`src/iwt_pkg.sv`:
```
// iwt_pkg: shared types, token codes and helper functions for integer_to_word_tokens.
// Used by iwt_front, iwt_queue, iwt_back and the top level; depends on nothing.
package iwt_pkg;

    localparam int VALUE_W        = 31;
    localparam int WORD_W         = 5;
    localparam int BIN_W          = 32;           // value padded to a multiple of 4 bits
    localparam int DIGITS         = 10;
    localparam int BCD_W          = 4 * DIGITS;
    localparam int BITS_PER_STAGE = 4;
    localparam int NUM_STAGES     = BIN_W / BITS_PER_STAGE;
    localparam int NUM_GROUPS     = 4;            // billion, million, thousand, units
    localparam int SLOTS_PER_GRP  = 5;            // digit, Hundred, tens/teen, unit, scale
    localparam int NUM_SLOTS      = NUM_GROUPS * SLOTS_PER_GRP;
    localparam int QUEUE_DEPTH    = 2;

    localparam logic [WORD_W-1:0] TOK_ZERO      = 5'd0;
    localparam logic [WORD_W-1:0] TOK_TEN       = 5'd10;
    localparam logic [WORD_W-1:0] TOK_TENS_BASE = 5'd18;
    localparam logic [WORD_W-1:0] TOK_HUNDRED   = 5'd28;
    localparam logic [WORD_W-1:0] TOK_BILLION   = 5'd31;

    // slot positions inside a group
    localparam int SLOT_DIGIT   = 0;
    localparam int SLOT_HUNDRED = 1;
    localparam int SLOT_TENS    = 2;
    localparam int SLOT_UNIT    = 3;
    localparam int SLOT_SCALE   = 4;
    localparam int UNITS_GROUP  = NUM_GROUPS - 1;

    typedef struct packed {
        logic [BCD_W-1:0] bcd;
        logic [BIN_W-1:0] bin;
    } dd_t;

    typedef struct packed {
        logic [NUM_SLOTS-1:0]             mask;
        logic [NUM_SLOTS-1:0][WORD_W-1:0] tok;
    } tok_entry_t;

    // one double-dabble step: adjust every digit, then shift in one binary bit
    function automatic logic [BCD_W-1:0] dd_shift(input logic [BCD_W-1:0] bcd, input logic b);
        logic [BCD_W-1:0] adj;
        logic [3:0]       d;
        for (int i = 0; i < DIGITS; i++) begin
            d = bcd[4*i +: 4];
            adj[4*i +: 4] = (d >= 4'd5) ? d + 4'd3 : d;
        end
        return {adj[BCD_W-2:0], b};
    endfunction

    function automatic dd_t dd_stage(input dd_t s);
        dd_t r;
        r = s;
        for (int i = 0; i < BITS_PER_STAGE; i++) begin
            r.bcd = dd_shift(r.bcd, r.bin[BIN_W-1]);
            r.bin = {r.bin[BIN_W-2:0], 1'b0};
        end
        return r;
    endfunction

    // lay out every possible token of a number in fixed slots with a mask
    function automatic tok_entry_t classify(input logic [BCD_W-1:0] bcd);
        tok_entry_t       e;
        logic [47:0]      ext;
        logic [3:0]       h, t, u;
        int               base, s;
        ext = {{(48-BCD_W){1'b0}}, bcd};
        e   = '0;
        for (int g = 0; g < NUM_GROUPS; g++) begin
            base = 3 * (UNITS_GROUP - g);
            s    = g * SLOTS_PER_GRP;
            u = ext[4*base +: 4];
            if (g == 0) begin
                t = 4'd0;
                h = 4'd0;
            end else begin
                t = ext[4*(base+1) +: 4];
                h = ext[4*(base+2) +: 4];
            end
            e.tok[s+SLOT_DIGIT]    = {1'b0, h};
            e.mask[s+SLOT_DIGIT]   = (h != 4'd0);
            e.tok[s+SLOT_HUNDRED]  = TOK_HUNDRED;
            e.mask[s+SLOT_HUNDRED] = (h != 4'd0);
            if (t >= 4'd2) begin
                e.tok[s+SLOT_TENS] = TOK_TENS_BASE + {1'b0, t};
                e.mask[s+SLOT_UNIT] = (u != 4'd0);
            end else if (t == 4'd1) begin
                e.tok[s+SLOT_TENS] = TOK_TEN + {1'b0, u};
            end else begin
                e.tok[s+SLOT_TENS] = {1'b0, u};
            end
            e.mask[s+SLOT_TENS] = (t != 4'd0) || (u != 4'd0);
            e.tok[s+SLOT_UNIT]  = {1'b0, u};
            e.tok[s+SLOT_SCALE] = TOK_BILLION - WORD_W'(g);
            e.mask[s+SLOT_SCALE] = (g != UNITS_GROUP) &&
                                   ((h != 4'd0) || (t != 4'd0) || (u != 4'd0));
        end
        if (bcd == '0) begin
            e.tok[UNITS_GROUP*SLOTS_PER_GRP+SLOT_TENS]  = TOK_ZERO;
            e.mask[UNITS_GROUP*SLOTS_PER_GRP+SLOT_TENS] = 1'b1;
        end
        return e;
    endfunction

endpackage

```
`src/integer_to_word_tokens.sv`:
```
// integer_to_word_tokens: spells a 31-bit value as English word tokens.
// Top level; instantiates iwt_front, iwt_queue and iwt_back, uses iwt_pkg.
//
//   channel | ports                      | word
//   --------+----------------------------+------------------------------------
//   input   | s_valid s_ready s_value    | one value, 0..2^31-1
//   result  | m_valid m_ready m_word     | one token, m_last on the final one
//           | m_last                     |
//
// Flow: the front is an 8-stage decimal conversion (4 bits per stage) and
// takes a new value every cycle unless a full queue holds it; the back sends
// one token per cycle while m_ready allows, and a number has 1 to 16 tokens.
// Reset (aresetn low, synchronous) empties the pipe, queue and output register.
// Either side may stall: a full queue holds the front, m_ready low holds the back.
module integer_to_word_tokens #(
    parameter int QUEUE_DEPTH = iwt_pkg::QUEUE_DEPTH   // classified numbers buffered, >= 2
) (
    input  logic                           aclk,
    input  logic                           aresetn,
    input  logic                           s_valid,
    output logic                           s_ready,
    input  logic [iwt_pkg::VALUE_W-1:0]    s_value,
    output logic                           m_valid,
    input  logic                           m_ready,
    output logic [iwt_pkg::WORD_W-1:0]     m_word,
    output logic                           m_last
);

    // front -> queue
    logic                 push, push_ready;
    iwt_pkg::tok_entry_t  push_entry;
    // queue -> back
    logic                 q_valid, q_pop;
    iwt_pkg::tok_entry_t  q_entry;

    // conversion pipe plus slot layout of all candidate tokens
    iwt_front u_front (
        .aclk       (aclk),
        .aresetn    (aresetn),
        .s_valid    (s_valid),
        .s_ready    (s_ready),
        .s_value    (s_value),
        .push       (push),
        .push_ready (push_ready),
        .push_entry (push_entry)
    );

    // decouples the conversion pipe from the token walk
    iwt_queue #(
        .DEPTH (QUEUE_DEPTH)
    ) u_queue (
        .aclk     (aclk),
        .aresetn  (aresetn),
        .wr_en    (push),
        .wr_ready (push_ready),
        .wr_entry (push_entry),
        .rd_valid (q_valid),
        .rd_en    (q_pop),
        .rd_entry (q_entry)
    );

    // emits the masked slots in order, next number loaded with the final token
    iwt_back u_back (
        .aclk    (aclk),
        .aresetn (aresetn),
        .q_valid (q_valid),
        .q_pop   (q_pop),
        .q_entry (q_entry),
        .m_valid (m_valid),
        .m_ready (m_ready),
        .m_word  (m_word),
        .m_last  (m_last)
    );

endmodule

```
`src/iwt_front.sv`:
```
// iwt_front: accepts values, converts them to decimal in a stall-able pipeline
// and lays out the tokens per slot. Depends on iwt_pkg.
module iwt_front (
    input  logic                             aclk,
    input  logic                             aresetn,
    input  logic                             s_valid,
    output logic                             s_ready,
    input  logic [iwt_pkg::VALUE_W-1:0]      s_value,
    output logic                             push,
    input  logic                             push_ready,
    output iwt_pkg::tok_entry_t              push_entry
);

    localparam int NS = iwt_pkg::NUM_STAGES;

    logic [NS-1:0]   vld_reg, vld_next;
    iwt_pkg::dd_t    stg_reg [NS];
    iwt_pkg::dd_t    stg_next[NS];
    logic            advance;

    // whole pipe moves unless the finished value cannot enter the queue
    assign advance = !(vld_reg[NS-1] && !push_ready);
    assign s_ready = advance;
    assign push    = vld_reg[NS-1] && push_ready;
    assign push_entry = iwt_pkg::classify(stg_reg[NS-1].bcd);

    always_comb begin
        iwt_pkg::dd_t src;
        for (int k = 0; k < NS; k++) begin
            if (k == 0) begin
                src.bcd = '0;
                src.bin = {{(iwt_pkg::BIN_W-iwt_pkg::VALUE_W){1'b0}}, s_value};
            end else begin
                src = stg_reg[k-1];
            end
            stg_next[k] = advance ? iwt_pkg::dd_stage(src) : stg_reg[k];
            if (!advance) begin
                vld_next[k] = vld_reg[k];
            end else if (k == 0) begin
                vld_next[k] = s_valid;
            end else begin
                vld_next[k] = vld_reg[k-1];
            end
        end
    end

    always_ff @(posedge aclk) begin
        if (!aresetn) begin
            vld_reg <= '0;
        end else begin
            vld_reg <= vld_next;
        end
    end

    always_ff @(posedge aclk) begin
        for (int k = 0; k < NS; k++) begin
            stg_reg[k] <= stg_next[k];
        end
    end

endmodule

```
`src/iwt_queue.sv`:
```
// iwt_queue: small FIFO of classified token sets between front and back.
// Depends on iwt_pkg.
module iwt_queue #(
    parameter int DEPTH = iwt_pkg::QUEUE_DEPTH
) (
    input  logic                 aclk,
    input  logic                 aresetn,
    input  logic                 wr_en,
    output logic                 wr_ready,
    input  iwt_pkg::tok_entry_t  wr_entry,
    output logic                 rd_valid,
    input  logic                 rd_en,
    output iwt_pkg::tok_entry_t  rd_entry
);

    localparam int PTR_W = (DEPTH > 1) ? $clog2(DEPTH) : 1;
    localparam int CNT_W = $clog2(DEPTH + 1);

    iwt_pkg::tok_entry_t store [DEPTH];
    logic [PTR_W-1:0]    wr_ptr_reg, wr_ptr_next;
    logic [PTR_W-1:0]    rd_ptr_reg, rd_ptr_next;
    logic [CNT_W-1:0]    cnt_reg, cnt_next;

    assign wr_ready = (cnt_reg != CNT_W'(DEPTH));
    assign rd_valid = (cnt_reg != '0);
    assign rd_entry = store[rd_ptr_reg];

    always_comb begin
        wr_ptr_next = wr_ptr_reg;
        rd_ptr_next = rd_ptr_reg;
        cnt_next    = cnt_reg;
        if (wr_en) begin
            wr_ptr_next = (wr_ptr_reg == PTR_W'(DEPTH-1)) ? '0 : wr_ptr_reg + PTR_W'(1);
        end
        if (rd_en) begin
            rd_ptr_next = (rd_ptr_reg == PTR_W'(DEPTH-1)) ? '0 : rd_ptr_reg + PTR_W'(1);
        end
        if (wr_en && !rd_en) begin
            cnt_next = cnt_reg + CNT_W'(1);
        end else if (rd_en && !wr_en) begin
            cnt_next = cnt_reg - CNT_W'(1);
        end
    end

    always_ff @(posedge aclk) begin
        if (!aresetn) begin
            wr_ptr_reg <= '0;
            rd_ptr_reg <= '0;
            cnt_reg    <= '0;
        end else begin
            wr_ptr_reg <= wr_ptr_next;
            rd_ptr_reg <= rd_ptr_next;
            cnt_reg    <= cnt_next;
        end
    end

    always_ff @(posedge aclk) begin
        if (wr_en) begin
            store[wr_ptr_reg] <= wr_entry;
        end
    end

endmodule

```
`src/iwt_back.sv`:
```
// iwt_back: walks the token slots of one number, one word per cycle unless m_ready
// holds it, into a registered output. Depends on iwt_pkg.
module iwt_back (
    input  logic                          aclk,
    input  logic                          aresetn,
    input  logic                          q_valid,
    output logic                          q_pop,
    input  iwt_pkg::tok_entry_t           q_entry,
    output logic                          m_valid,
    input  logic                          m_ready,
    output logic [iwt_pkg::WORD_W-1:0]    m_word,
    output logic                          m_last
);

    localparam int NSL = iwt_pkg::NUM_SLOTS;

    logic [NSL-1:0]                          mask_reg, mask_next;
    logic [NSL-1:0][iwt_pkg::WORD_W-1:0]     tok_reg, tok_next;
    logic                                    mvalid_reg, mvalid_next;
    logic [iwt_pkg::WORD_W-1:0]              word_reg, word_next;
    logic                                    last_reg, last_next;
    logic [NSL-1:0]                          pick, rest, mask_after;
    logic [iwt_pkg::WORD_W-1:0]              pick_word;
    logic                                    out_free, emit;

    assign out_free = !mvalid_reg || m_ready;
    assign pick     = mask_reg & (~mask_reg + NSL'(1));   // lowest pending slot
    assign rest     = mask_reg & ~pick;
    assign emit     = out_free && (mask_reg != '0);
    assign mask_after = emit ? rest : mask_reg;
    assign q_pop    = (mask_after == '0) && q_valid;

    always_comb begin
        pick_word = '0;
        for (int i = 0; i < NSL; i++) begin
            pick_word = pick_word | (pick[i] ? tok_reg[i] : '0);
        end
    end

    always_comb begin
        mask_next   = q_pop ? q_entry.mask : mask_after;
        tok_next    = q_pop ? q_entry.tok  : tok_reg;
        mvalid_next = emit ? 1'b1 : (m_ready ? 1'b0 : mvalid_reg);
        word_next   = emit ? pick_word : word_reg;
        last_next   = emit ? (rest == '0) : last_reg;
    end

    always_ff @(posedge aclk) begin
        if (!aresetn) begin
            mask_reg   <= '0;
            mvalid_reg <= 1'b0;
        end else begin
            mask_reg   <= mask_next;
            mvalid_reg <= mvalid_next;
        end
    end

    always_ff @(posedge aclk) begin
        tok_reg  <= tok_next;
        word_reg <= word_next;
        last_reg <= last_next;
    end

    assign m_valid = mvalid_reg;
    assign m_word  = word_reg;
    assign m_last  = last_reg;

endmodule
```
`config.mk`:
```
export PLATFORM = sky130hd
export DESIGN_NAME = integer_to_word_tokens
export DESIGN_NICKNAME = d
export VERILOG_FILES = /design/src/iwt_pkg.sv /design/src/integer_to_word_tokens.sv /design/src/iwt_front.sv /design/src/iwt_queue.sv /design/src/iwt_back.sv
export SDC_FILE = /design/constraint.sdc
export NUM_CORES = 1
export LEC_CHECK = 0
export ABC_AREA = 1
export BUFFER_PORTS_ARGS = -buffer_cell sky130_fd_sc_hd__buf_2
export CORE_MARGIN = 2
export CORE_UTILIZATION = 58
export DETAILED_ROUTE_END_ITERATION = 6
export GPL_ROUTABILITY_DRIVEN = 1
export GPL_TIMING_DRIVEN = 0
export PLACE_DENSITY = 0.82
export SLEW_MARGIN = 10
export SYNTH_ARGS = -nofsm -noshare
export SYNTH_HDL_FRONTEND = slang
export SYNTH_SLANG_ARGS = --single-unit
```
`constraint.sdc`:
```
create_clock -name aclk -period 22.4 [get_ports aclk]
set_input_delay 4.48 -clock aclk [delete_from_list [all_inputs] [get_ports aclk]]
set_output_delay 4.48 -clock aclk [all_outputs]
set_load 0.005 [all_outputs]
```
== Word-level counts from Yosys, hierarchy flattened ==
Memories as Yosys holds them, arrays and structs flattened. A register that Yosys moved wholly into a read port is not among the register bits.
Index checks and enable logic that the tools add are counted.

* Register bits after elaboration: 139
* Memory bits (writable): 702
* Input port bits: 35
* Logic and storage cells: 1007
* Memories: 2

* Add/subtract/negate cells: 294
* Order comparisons: 286
* Equality and inequality tests: 4
* Multiplexer cells: 334
* Bitwise logic cells: 23
* Reductions and logical operators: 36

{| class="wikitable"
|+ Memory list
! memory !! depth !! width !! read ports !! clocked after Yosys merged registers in !! wr ports !! line !! text
|-
| u_front.stg_reg || 8 || 72 || 8 || 0 || 8 || iwt_front.sv:17 || <nowiki>iwt_pkg::dd_t stg_reg [NS];</nowiki>
|-
| u_queue.store || 2 || 63 || 1 || 1 || 1 || iwt_queue.sv:19 || <nowiki>iwt_pkg::tok_entry_t store [DEPTH];</nowiki>
|}

{| class="wikitable"
|+ Operators with widths
! cell !! number
|-
| $ge 4x3->1 const B || 281
|-
| $mux 4 || 255
|-
| $add 4x2->4 const B || 253
|-
| $mux 72 || 8
|-
| $mux 5 || 27
|-
| $or 5x5->5 || 19
|-
| $add 3x2->3 const B || 28
|-
| $mux 3 || 28
|-
| $and 20x20->20 || 2
|-
| $logic_not 20->1 || 2
|-
| $logic_not 40->1 || 1
|-
| $mux 20 || 2
|-
| $not 20->20 || 2
|-
| $reduce_bool 4->1 || 10
|-
| $add 20x1->20 const B || 1
|-
| $reduce_bool 20->1 || 1
|-
| $add 4x4->5 const A || 3
|-
| $add 5x4->5 const A || 3
|-
| $eq 4x1->1 const B || 3
|-
| $ge 4x2->1 const B || 3
|-
| $mux 1 || 12
|-
| $logic_or 1x1->1 || 8
|-
| $add 1x2->3 const B || 2
|-
| $ge 1x3->1 const B || 2
|-
| other kinds (8) || 21
|}

== Depth between registers and ports, before layout ==
* Depth in word-level cells: 23
* Depth in mapped cells: 31

== Cells and area by module ==
From an unflattened synthesis, not the netlist that was laid out.

* Cells, all modules: 4259
* Area, all modules: 39460.3 µm²

{| class="wikitable"
|+ Modules (own cells, without submodules)
! module !! instances !! cells each !! area an instance (µm²)
|-
| iwt_front || 1 || 3312 || 24942.7
|-
| iwt_queue || 1 || 408 || 8919.8
|-
| iwt_back || 1 || 539 || 5597.9
|}

== Worst setup path before layout ==
Ideal clock, no wire load.

* Path kind: register to output
* Start: register u_queue.cnt_reg[0]
* End: output port s_ready
* Arrival time: 8527 ps
* Data required time: 17920 ps
* Path slack: 9393 ps
* Cell stages (with the launch flop): 4
* Path buffers: 1
* Cell sequence: dfxtp_1 -> inv_1 -> nand3_1 -> clkbuf_1

* Longest elaborated chain between the ends: 4

{| class="wikitable"
|+ Ends and longest elaborated chain
! what !! line !! text
|-
| from (decl) || iwt_queue.sv:22 || <nowiki>logic [CNT_W-1:0] cnt_reg, cnt_next;</nowiki>
|-
| from (signal assigned) || iwt_queue.sv:53 || <nowiki>cnt_reg <= cnt_next;</nowiki>
|-
| $ne 2x2->1 || iwt_queue.sv:24 || <nowiki>assign wr_ready = (cnt_reg != CNT_W'(DEPTH));</nowiki>
|-
| $logic_not 1->1 || iwt_front.sv:22 || <nowiki>assign advance = !(vld_reg[NS-1] && !push_ready);</nowiki>
|-
| $logic_and 1x1->1 || iwt_front.sv:22 ||
|-
| $logic_not 1->1 || iwt_front.sv:22 ||
|-
| to (decl) || integer_to_word_tokens.sv:21 || <nowiki>output logic s_ready,</nowiki>
|}

Every way passes these cells.

== Worst setup path after layout ==
Same ends and word-level chain as after synthesis.

==> impl_metrics.json <==
{
  "fillers": 4307,
  "nets": 4375,
  "slowest_stage": "clkbuf_4",
  "arrival_ps": 2830,
  "hold_class": "register to register",
  "synth_nets": 4270,
  "final.min_clock_period_ps": 7310,
  "critical_path.most_common_cell": "buf_16",
  "setup_viol": 0,
  "antenna-diode-count": 0,
  "antenna_found_initial": 0,
  "placedInstanceArea_mm2": 0.0337,
  "clockRootBuffer": "clkbuf_16",
  "yosysTopAreaCell": "edfxtp_1",
  "clock_latency_ps": 610,
  "dpl_worst_slack_ps": 15340,
  "gr-usage-met3_pct": 2.69,
  "synth.distinct_cells": 64,
  "max_clock_freq_mhz": 137,
  "grt.busiest_layer": "met2",
  "largest_reg_flops": 287,
  "hold_viol": 0,
  "initialDrtViolationCount": 1093,
  "ys_warn_count": 0,
  "holdBufCountCts": 0,
  "path_class": "register to output pin",
  "area_delta_synth_final_pct": 10.1,
  "die_area_mm2": 0.0578,
  "dr.pass1.iters": 5,
  "overflow": 0,
  "crit_buf_inv": 5,
  "dp_hpwl_um": 39300,
  "dr_total_vias": 24746,
  "syn_inst": 3979,
  "ys_seq_area_share_pct": 43.4,
  "initial_core_util_pct": 58.7,
  "track_usage_pct": 19.2,
  "status": "complete, no violations",
  "fin_util_pct": 64.6,
  "htree_levels": 2,
  "worst_pin_slew_ps": 913,
  "io_buffer_count": 42,
  "setup_slack_ps": 15090,
  "drt-wirelength-per-cell_um": 11.0,
  "final_common_cell": "nand2_1",
  "num_rows": 86,
  "syn_area_mm2": 0.0324,
  "cts_setup_buffers": 0,
  "viasPerCell": 5.07,
  "clk_path_buf_depth": 3,
  "grt_pass1_vias": 23482,
  "layout_common_cells": "1,085 x nand2_1, 779 x inv_1, 446 x edfxtp_1",
  "clkTransAtPathRegs_ps": 60,
  "die_y_um": 240,
  "drv_cap": 0,
  "ys_seq_elements": 480,
  "cp-start-kind": "register",
  "critPathTopFamily": "buffers and inverters",
  "synth_top_area_share_pct": 41.3,
  "path_cells": "inv_1 > nand3_1 > clkbuf_4 > buf_16 > buf_16 > buf_2",
  "fin_worst_skew_ps": 21.0,
  "drtAntennaViolNets": 0,
  "synth.avg_cell_area_um2": 8.14,
  "drc": 0,
  "cts-buffers-inserted": 54,
  "cts_resized": 0,
  "cts_sinks": 480,
  "synth_area_leaders": "edfxtp_1 41%, nand2_1 13%, ha_1 9.9%",
  "cp_slowest_stage_delay_ps": 680,
  "ios": 43,
  "finalSetupTns_ps": 0,
  "gr-usage-met1_pct": 20.4,
  "cp-end-kind": "output pin",
  "drive_above_1_share_pct": 6.85,
  "core_mm2": 0.0552,
  "timing.final.crit_share_pct": 32.6,
  "stdcell_area_mm2": 0.0357,
  "finalMaxSlewViolations": 0,
  "grtUsageMet2_pct": 37.9,
  "cts_tree": "yes",
  "crit_path_max_fanout": 61,
  "grt_pass1_wl_um": 95000,
  "rsz0062_at_grt": "false",
  "synth_edf_count": 446,
  "slew_headroom_pct": 39.1,
  "wl_um": 53600,
  "crit_required_ps": 17920,
  "place_congestion": 0.947,
  "ys.flop_type": "edfxtp_1",
  "synth-async-reset-ratio_pct": 0,
  "die_x_um": 240,
  "grt_max_degree": 62
}
==> path summary, 6_finish.rpt <==
| path | from | to | slack [ps] | cells after the start |
|---|---|---|---|---|
| setup / recovery | u_queue.cnt_reg[0] | s_ready | 15090 | 6 |
| hold / removal | u_front.stg_reg[0][80] | u_front.stg_reg[0][156] | 410 | 0 |
| setup reg to reg | u_front.stg_reg[0][32] | u_front.stg_reg[0][109] | 17960 | 24 |
| hold reg to reg | u_front.stg_reg[0][80] | u_front.stg_reg[0][156] | 410 | 0 |
==> cell usage after synthesis (6+ instances only) <==
library cell	count
xor2_1	98
xnor2_1	14
o21ai_1	40
mux2_2	44
nor3_1	12
o21bai_1	6
a21oi_1	98
mux2i_1	11
or2_2	20
a21o_1	9
nor2_1	205
nor2_2	7
nand3_1	322
o21ai_2	19
and2_1	26
nand3b_1	30
nand4_1	40
o21ai_0	243
inv_1	779
dfxtp_1	34
o211ai_1	11
o21a_1	7
nand2_1	1085
nor4_1	6
nand3_2	8
clkbuf_1	9
edfxtp_1	446
inv_2	8
nand2_2	14
ha_1	256
==> kinds of logic (layout without fill, tap and decap cells) <==
family / Yosys count / count (layout) / share of synthesized area [%]
AOI/OAI and AO/OA: 470 / 470 / 8.06
xor gates and xnor gates: 115 / 115 / 3.18
adders and majority gates: 257 / 257 / 9.92
buffers and inverters: 804 / 954 / 9.41
DFF: 480 / 480 / 43.4
muxes: 55 / 55 / 1.87
and+or+nand+nor: 1798 / 1798 / 24.1
==> through the flow <==
step	hold WS, ps	instances
detailed placement	405	4776
CTS	417	4877
global placement	401	4769
global route	421	4877
floorplan	400	3979
finish	415	4877
==> cell type report <==
cell class	count	area, µm²	share of cell area, %
plain buffers	15	87.6	0.246
clock buffers	56	1360	3.81
clock inverters	45	584	1.64
inverters	789	2960	8.31
multi-input cells	2695	15300	42.9
flip-flops and latches	480	14100	39.5
well taps	748	936	2.62
repair buffers	49	373	1.05
==> per-layer routing <==
| metal | wire length (µm) | part of all wire [%] |
|---|---|---|
| met1 | 22200 | 41 |
| met2 | 28000 | 52 |
| met5 | 0 | 0 |
| met3 | 1910 | 3.6 |
| met4 | 1510 | 2.8 |
Power is left out: the tool's default activity adds up to more than one toggle a clock period on the data nets, which glitch-free logic cannot reach.
